### src/rtl/core/div64_pkg.sv
package div64_pkg;

   localparam int WORD_WIDTH = 64;

   typedef struct packed {
      logic                  action;
      logic [WORD_WIDTH-1:0] dividend;
      logic [WORD_WIDTH-1:0] divisor;
   } div64_req_type;

   typedef struct packed {
      logic [WORD_WIDTH-1:0] quotient;
      logic [WORD_WIDTH-1:0] remainder;
      logic                  divide_by_zero;
   } div64_rsp_type;

   typedef struct packed {
      logic load;
      logic step;
      logic finish;
   } div64_cmd_type;

endpackage

### src/rtl/core/div64_ctrl.sv
module div64_ctrl #(
   parameter int DATA_WIDTH = 64
) (
   input  logic                    clock,
   input  logic                    reset,
   input  logic                    req_valid,
   output logic                    req_stall,
   output logic                    rsp_valid,
   input  logic                    rsp_stall,
   output div64_pkg::div64_cmd_type cmd
);

   localparam int CNT_WIDTH = $clog2(DATA_WIDTH);

   typedef enum logic [1:0] {ST_IDLE, ST_RUN, ST_FIX} state_type;

   state_type            state_ff, state_in;
   logic [CNT_WIDTH-1:0] cnt_ff, cnt_in;
   logic                 stall_ff, stall_in;
   logic                 valid_ff, valid_in;
   logic                 out_free;

   assign req_stall = stall_ff;
   assign rsp_valid = valid_ff;
   assign out_free  = !valid_ff || !rsp_stall;

   always_comb begin
      state_in   = state_ff;
      cnt_in     = cnt_ff;
      cmd.load   = 1'b0;
      cmd.step   = 1'b0;
      cmd.finish = 1'b0;
      case (state_ff)
         ST_IDLE: begin
            if (req_valid && !stall_ff) begin
               cmd.load = 1'b1;
               cnt_in   = CNT_WIDTH'(DATA_WIDTH - 1);
               state_in = ST_RUN;
            end
         end
         ST_RUN: begin
            cmd.step = 1'b1;
            cnt_in   = cnt_ff - 1'b1;
            if (cnt_ff == '0) begin
               state_in = ST_FIX;
            end
         end
         ST_FIX: begin
            if (out_free) begin
               cmd.finish = 1'b1;
               state_in   = ST_IDLE;
            end
         end
         default: begin
            state_in = ST_IDLE;
         end
      endcase
      stall_in = (state_in != ST_IDLE);
      if (cmd.finish) begin
         valid_in = 1'b1;
      end else if (rsp_stall) begin
         valid_in = valid_ff;
      end else begin
         valid_in = 1'b0;
      end
   end

   always_ff @(posedge clock) begin
      if (reset) begin
         state_ff <= ST_IDLE;
         cnt_ff   <= '0;
         stall_ff <= 1'b1;
         valid_ff <= 1'b0;
      end else begin
         state_ff <= state_in;
         cnt_ff   <= cnt_in;
         stall_ff <= stall_in;
         valid_ff <= valid_in;
      end
   end

endmodule

### src/rtl/core/div64_datapath.sv
module div64_datapath #(
   parameter int DATA_WIDTH = 64
) (
   input  logic                     clock,
   input  div64_pkg::div64_req_type req_data,
   input  div64_pkg::div64_cmd_type cmd,
   output div64_pkg::div64_rsp_type rsp_data
);

   logic [DATA_WIDTH-1:0] quo_ff, quo_in;
   logic [DATA_WIDTH-1:0] rem_ff, rem_in;
   logic [DATA_WIDTH-1:0] den_ff, den_in;
   logic                  qneg_ff, qneg_in;
   logic                  rneg_ff, rneg_in;
   logic                  zero_ff, zero_in;

   logic [DATA_WIDTH-1:0] num;
   logic [DATA_WIDTH-1:0] den;
   logic                  num_neg;
   logic                  den_neg;
   logic [DATA_WIDTH:0]   partial;
   logic [DATA_WIDTH+1:0] diff;
   logic [DATA_WIDTH-1:0] quo_fix;
   logic [DATA_WIDTH-1:0] rem_fix;

   div64_pkg::div64_rsp_type rsp_ff;

   assign rsp_data = rsp_ff;

   always_comb begin
      num     = req_data.dividend[DATA_WIDTH-1:0];
      den     = req_data.divisor[DATA_WIDTH-1:0];
      num_neg = req_data.action && num[DATA_WIDTH-1];
      den_neg = req_data.action && den[DATA_WIDTH-1];
      partial = {rem_ff, quo_ff[DATA_WIDTH-1]};
      diff    = {1'b0, partial} - {2'b00, den_ff};
      quo_fix = qneg_ff ? ({DATA_WIDTH{1'b0}} - quo_ff) : quo_ff;
      rem_fix = rneg_ff ? ({DATA_WIDTH{1'b0}} - rem_ff) : rem_ff;

      quo_in  = quo_ff;
      rem_in  = rem_ff;
      den_in  = den_ff;
      qneg_in = qneg_ff;
      rneg_in = rneg_ff;
      zero_in = zero_ff;
      if (cmd.load) begin
         quo_in  = num_neg ? ({DATA_WIDTH{1'b0}} - num) : num;
         den_in  = den_neg ? ({DATA_WIDTH{1'b0}} - den) : den;
         rem_in  = '0;
         qneg_in = num_neg ^ den_neg;
         rneg_in = num_neg;
         zero_in = (den == '0);
      end else if (cmd.step) begin
         if (diff[DATA_WIDTH+1]) begin
            rem_in = partial[DATA_WIDTH-1:0];
         end else begin
            rem_in = diff[DATA_WIDTH-1:0];
         end
         quo_in = {quo_ff[DATA_WIDTH-2:0], !diff[DATA_WIDTH+1]};
      end
   end

   always_ff @(posedge clock) begin
      quo_ff  <= quo_in;
      rem_ff  <= rem_in;
      den_ff  <= den_in;
      qneg_ff <= qneg_in;
      rneg_ff <= rneg_in;
      zero_ff <= zero_in;
      if (cmd.finish) begin
         rsp_ff.divide_by_zero <= zero_ff;
         if (zero_ff) begin
            rsp_ff.quotient  <= '0;
            rsp_ff.remainder <= '0;
         end else begin
            rsp_ff.quotient  <= div64_pkg::WORD_WIDTH'(quo_fix);
            rsp_ff.remainder <= div64_pkg::WORD_WIDTH'(rem_fix);
         end
      end
   end

endmodule

### src/rtl/core/divider_64bit_signed_unsigned_core.sv
// The restoring subtract loop yields one quotient bit per cycle; the core takes one request at a time.
// Operand magnitudes are loaded at the accepting edge; after the loop, signs are applied as the result is registered.
// Reset is synchronous and active high; it clears the controller only, not the datapath.
module divider_64bit_signed_unsigned_core #(
   parameter int DATA_WIDTH = 64
) (
   input  logic                     clock,
   input  logic                     reset,
   input  logic                     req_valid,
   output logic                     req_stall,
   input  div64_pkg::div64_req_type req_data,
   output logic                     rsp_valid,
   input  logic                     rsp_stall,
   output div64_pkg::div64_rsp_type rsp_data
);

   div64_pkg::div64_cmd_type cmd;

   div64_ctrl #(
      .DATA_WIDTH(DATA_WIDTH)
   ) u_ctrl (
      .clock    (clock),
      .reset    (reset),
      .req_valid(req_valid),
      .req_stall(req_stall),
      .rsp_valid(rsp_valid),
      .rsp_stall(rsp_stall),
      .cmd      (cmd)
   );

   div64_datapath #(
      .DATA_WIDTH(DATA_WIDTH)
   ) u_datapath (
      .clock   (clock),
      .req_data(req_data),
      .cmd     (cmd),
      .rsp_data(rsp_data)
   );

endmodule

### config.mk
export PLATFORM = sky130hd
export DESIGN_NAME = divider_64bit_signed_unsigned_core
export DESIGN_NICKNAME = d
export VERILOG_FILES = /design/src/rtl/core/div64_pkg.sv /design/src/rtl/core/div64_ctrl.sv /design/src/rtl/core/div64_datapath.sv /design/src/rtl/core/divider_64bit_signed_unsigned_core.sv
export SDC_FILE = /design/constraint.sdc
export NUM_CORES = 1
export LEC_CHECK = 0
export BUFFER_PORTS_ARGS = -buffer_cell sky130_fd_sc_hd__buf_2
export CAP_MARGIN = 25
export CORE_MARGIN = 8
export CORE_UTILIZATION = 60
export DETAILED_ROUTE_END_ITERATION = 16
export GPL_ROUTABILITY_DRIVEN = 1
export PLACE_DENSITY = 0.93
export SETUP_SLACK_MARGIN = 0.5
export SYNTH_ARGS = -nofsm -noshare
export SYNTH_HDL_FRONTEND = slang
export SYNTH_SLANG_ARGS = --single-unit
### constraint.sdc
create_clock -name clock -period 14.3 [get_ports clock]
set_input_delay 2.145 -clock clock [delete_from_list [all_inputs] [get_ports clock]]
set_output_delay 2.145 -clock clock [all_outputs]
set_load 0.02 [all_outputs]
==> run_summary.xml <==
<?xml version="1.0" encoding="UTF-8"?>
<metrics>
  <group name="sta">
    <metric name="post_route_clock_period_utilization" unit="%">36.68</metric>
    <metric name="hold_violations_final" unit="">0</metric>
    <metric name="rsz0062_at_grt" unit="">no</metric>
    <metric name="timing.final.crit_period" unit="ns">5.246</metric>
    <metric name="max_freq" unit="GHz">0.1906</metric>
    <metric name="setup-violations-final" unit="">0</metric>
    <metric name="timing.max_slew.rel_slack" unit="%">31.29</metric>
    <metric name="timing_max_transition_violations_final" unit="">0</metric>
    <metric name="timing.hold.ws" unit="ns">0.4926</metric>
    <metric name="fin_skew" unit="ns">0.01722</metric>
    <metric name="fin_tns_setup" unit="ns">0</metric>
    <metric name="tightest_slew" unit="ns">1.031</metric>
  </group>
  <group name="power_and_ir_drop">
    <metric name="netSwitchingPower" unit="mW">1.737</metric>
    <metric name="p_seq_share" unit="%">33.5</metric>
    <metric name="power.share.clock" unit="%">22.7</metric>
    <metric name="total_leakage_power" unit="nW">9.925</metric>
    <metric name="internal-power" unit="mW">2.539</metric>
    <metric name="max-vdd-ir-drop" unit="uV">116.8</metric>
    <metric name="sw_frac_of_total" unit="%">40.62</metric>
    <metric name="power_density" unit="nW/um^2">176.4</metric>
    <metric name="combinationalPowerShare" unit="%">43.8</metric>
  </group>
  <group name="synth">
    <metric name="synth_flop_cell" unit="">sky130_fd_sc_hd__edfxtp_1</metric>
    <metric name="synthCells" unit="">2337</metric>
    <metric name="synth_seq_cells" unit="">334</metric>
    <metric name="number_of_distinct_library_cell_variants_in_the_gate_level_netlist_after_synthesis" unit="">81</metric>
    <metric name="synthesis.yosys.warnings" unit="">0</metric>
    <metric name="synthesis.area" unit="um^2">21350</metric>
    <metric name="avgSynthCellArea" unit="um^2">9.134</metric>
    <metric name="synth-seq-area-share" unit="%">43.52</metric>
    <metric name="synth_async_sr_flop_share" unit="%">0</metric>
    <metric name="nets_in_the_synthesized_netlist" unit="">2541</metric>
    <metric name="synth_edf_count" unit="">260</metric>
  </group>
  <group name="global_routing">
    <metric name="grt_overflow" unit="">0</metric>
    <metric name="antenna_found_initial" unit="">0</metric>
    <metric name="grt_max_degree" unit="">108</metric>
    <metric name="first_global_vias" unit="">17820</metric>
    <metric name="grt_util_all_layers" unit="%">27.50</metric>
    <metric name="grt_first_pass_wirelength" unit="um">93970</metric>
  </group>
  <group name="placement">
    <metric name="hpwl" unit="um">44820</metric>
    <metric name="port_buffers" unit="">263</metric>
    <metric name="place.gp.congestion" unit="">0.9371</metric>
  </group>
  <group name="worst_setup_path">
    <metric name="worst_setup_path_start_kind" unit="">input pin</metric>
    <metric name="cpMaxStageDelayCell" unit="">sky130_fd_sc_hd__or4_1</metric>
    <metric name="cp_top_family" unit="">simple AND/OR/NAND/NOR gates</metric>
    <metric name="critical_path_arrival" unit="ns">5.52</metric>
    <metric name="critPathMaxFanout" unit="">6</metric>
    <metric name="worst_r2r_startpoint" unit="">u_datapath.den_ff[1]</metric>
    <metric name="kind_of_capture_point_of_the_worst_setup_path" unit="">flip-flop</metric>
    <metric name="critical_path.startpoint" unit="">req_data[16]</metric>
    <metric name="worstSetupPathType" unit="">input pin to flip-flop</metric>
    <metric name="cp_cell_sequence" unit="">buf_2 &gt; or4_1 &gt; or3_1 &gt; or4_1 &gt; or3_1 &gt; nor2_1 &gt; and2_1 &gt; nand2_1 &gt; nor4_1 &gt; a31oi_1 &gt; xor2_1</metric>
    <metric name="critical-path-max-stage-delay" unit="ns">0.55</metric>
    <metric name="critical_path_data_required_time" unit="ns">14.58</metric>
    <metric name="critPathBufInv" unit="">1</metric>
  </group>
  <group name="worst_hold_path">
    <metric name="startpoint_of_the_tightest_hold_check_path" unit="">u_ctrl.cnt_ff[5]</metric>
    <metric name="holdCritPathClass" unit="">flip-flop to flip-flop</metric>
  </group>
  <group name="cts">
    <metric name="clk_path_buf_depth" unit="">3</metric>
    <metric name="post_cts_resize_count" unit="">0</metric>
    <metric name="cts.sinks" unit="">334</metric>
    <metric name="cts_buffers" unit="">36</metric>
    <metric name="tritoncts" unit="">done</metric>
    <metric name="post-cts-setup-buffer-count" unit="">0</metric>
    <metric name="worst_setup_hold_path_clk_slew" unit="ns">0.06</metric>
    <metric name="insertion_delay" unit="ns">0.54</metric>
    <metric name="cts_root_buf" unit="">sky130_fd_sc_hd__clkbuf_16</metric>
    <metric name="clock_tree.htree_level_count" unit="">2</metric>
    <metric name="cts_hold_buf" unit="">0</metric>
  </group>
  <group name="route">
    <metric name="totalWireLength" unit="um">59860</metric>
    <metric name="via_count" unit="">18770</metric>
    <metric name="drt-vias-per-instance" unit="">6.181</metric>
    <metric name="detail_route.wl_per_cell" unit="um">19.72</metric>
    <metric name="drt_drc_violations_left" unit="">0</metric>
    <metric name="drt-initial-drc-count" unit="">1698</metric>
    <metric name="final_antenna_net_count" unit="">0</metric>
    <metric name="drt-pass1-iter-count" unit="">9</metric>
  </group>
  <group name="layout">
    <metric name="area.growth.synth_to_final" unit="%">13.60</metric>
    <metric name="layout-drive-gt1-share" unit="%">14.69</metric>
    <metric name="multiInputGateArea" unit="um^2">11280</metric>
    <metric name="register_area" unit="um^2">9289</metric>
    <metric name="num-nets-final" unit="">2750</metric>
    <metric name="layout_commonest_cell" unit="">sky130_fd_sc_hd__nor2_1</metric>
    <metric name="n_fill_cell" unit="">2647</metric>
    <metric name="mostFrequentLayoutCells" unit="">sky130_fd_sc_hd__nor2_1, sky130_fd_sc_hd__buf_2, sky130_fd_sc_hd__edfxtp_1</metric>
  </group>
  <group name="run_status">
    <metric name="run_status" unit="">finished clean</metric>
  </group>
  <group name="die">
    <metric name="initial_utilization" unit="%">60.45</metric>
    <metric name="die_height" unit="um">204.6</metric>
    <metric name="num_io_pins" unit="">264</metric>
    <metric name="die_w" unit="um">204.6</metric>
    <metric name="fp.coreArea" unit="um^2">35310</metric>
    <metric name="core.rowCount" unit="">69</metric>
    <metric name="dieArea" unit="um^2">41870</metric>
  </group>
  <group name="job">
    <metric name="cap_viol_max_count" unit="">0</metric>
  </group>
</metrics>
flip-flops by register name, indices dropped and copies added (netlist names), 2 cells and up:
register and flops:
u_datapath.rem_ff 64, u_datapath.den_ff 64, u_datapath.quo_ff 64, u_datapath.rsp_data 129
u_ctrl.cnt_ff 6, u_ctrl.state_ff 2
power groups by stage:
stage / clock, mW / combinational, mW / sequential [mW]
after detailed placement: 0 / 1.82 / 1.44
final: 0.970 / 1.87 / 1.43
after floorplan: 0 / 1.43 / 1.39
after global placement: 0 / 1.77 / 1.43
after CTS: 0.980 / 1.85 / 1.42
after global routing: 1.02 / 2.08 / 1.45
worst paths after layout:
kind                            to  slack [ns]  cells after the start
max          u_datapath.den_ff[57]        9.05                     11
min               u_ctrl.cnt_ff[5]        0.49                      1
max reg2reg  u_datapath.rem_ff[40]       10.04                     14
min reg2reg       u_ctrl.cnt_ff[5]        0.49                      1
metrics by stage:
step / power (mW) / area, um^2 / instances / util, % / setup WS [ns]
after CTS: 4.252 / 24190 / 3033 / 68.51 / 9.094
final: 4.276 / 24250 / 3036 / 68.68 / 9.054
after global placement: 3.200 / 22970 / 2967 / 65.05 / 8.663
after detailed placement: 3.266 / 22970 / 2967 / 65.05 / 8.547
after floorplan: 2.815 / 21350 / 2337 / - / 5.264
after global routing: 4.546 / 24250 / 3035 / 68.67 / 8.821
metal layers:
layer | vias up | wire (um) | GRT usage, %
met5 | - | 0 | 0
met3 | 172 | 5689 | 4.997
met1 | 8729 | 23950 | 35.71
li1 | 8854 | - | -
met4 | 0 | 2132 | 11.42
met2 | 1011 | 28090 | 44.83
cell families (layout without fill, tap and decap cells):
logic type                 after synthesis  after routing  share of synthesized area (%)
and+or+nand+nor                        779            779                          17.18
xor gates and xnor gates               303            303                          12.43
DFF                                    334            334                          43.52
adders and majority gates               71             71                          4.197
buffers and inverters                  214            451                          3.804
AOI/OAI and AO/OA                      623            623                          18.25
other                                    0              1                              0
muxes                                   13             13                         0.6155
synth_stat cells (4+ instances only):
cell,count,area (um^2)
sky130_fd_sc_hd__nor2_1,266,998.5
sky130_fd_sc_hd__edfxtp_1,260,7807
sky130_fd_sc_hd__nand2_1,236,885.9
sky130_fd_sc_hd__xor2_1,191,1673
sky130_fd_sc_hd__a21oi_1,155,775.7
sky130_fd_sc_hd__o21ai_0,153,765.7
sky130_fd_sc_hd__xnor2_1,112,980.9
sky130_fd_sc_hd__inv_1,105,394.1
sky130_fd_sc_hd__clkbuf_1,97,364.1
sky130_fd_sc_hd__dfxtp_1,74,1481
sky130_fd_sc_hd__ha_1,70,875.8
sky130_fd_sc_hd__o21ai_1,70,350.3
sky130_fd_sc_hd__nor3_1,64,320.3
sky130_fd_sc_hd__o31ai_1,49,367.9
sky130_fd_sc_hd__a21o_1,39,292.8
sky130_fd_sc_hd__nor4_1,27,168.9
sky130_fd_sc_hd__o41ai_1,27,236.5
sky130_fd_sc_hd__or3_1,24,150.1
sky130_fd_sc_hd__nand4_1,23,143.9
sky130_fd_sc_hd__or4_1,20,150.1
sky130_fd_sc_hd__a211oi_1,17,127.6
sky130_fd_sc_hd__a22o_1,17,148.9
sky130_fd_sc_hd__nand3_1,16,80.08
sky130_fd_sc_hd__nor2b_1,16,100.1
sky130_fd_sc_hd__a31oi_1,14,87.58
sky130_fd_sc_hd__and3_1,13,81.33
sky130_fd_sc_hd__nand2b_1,13,81.33
sky130_fd_sc_hd__mux2i_1,12,120.1
sky130_fd_sc_hd__o21a_1,12,90.09
sky130_fd_sc_hd__and2_1,10,62.56
sky130_fd_sc_hd__a22oi_1,9,67.56
sky130_fd_sc_hd__buf_1,9,33.78
sky130_fd_sc_hd__or2_2,9,56.30
sky130_fd_sc_hd__o21bai_1,8,60.06
sky130_fd_sc_hd__nand3b_1,6,45.04
sky130_fd_sc_hd__nor3b_1,6,45.04
sky130_fd_sc_hd__or4_4,6,67.56
sky130_fd_sc_hd__a32oi_1,5,43.79
sky130_fd_sc_hd__o31a_1,5,43.79
sky130_fd_sc_hd__a41oi_1,4,35.03
layout make-up:
class	count	area share, %
diodes	1	0.01032
clock buffers	47	4.097
clock inverters	19	0.9391
inverters	105	1.630
multi-input cells	1789	46.52
flip-flops and latches	334	38.31
well taps	461	2.379
repair buffers	280	6.119
No activity file was read; power rests on OpenSTA's default activity.
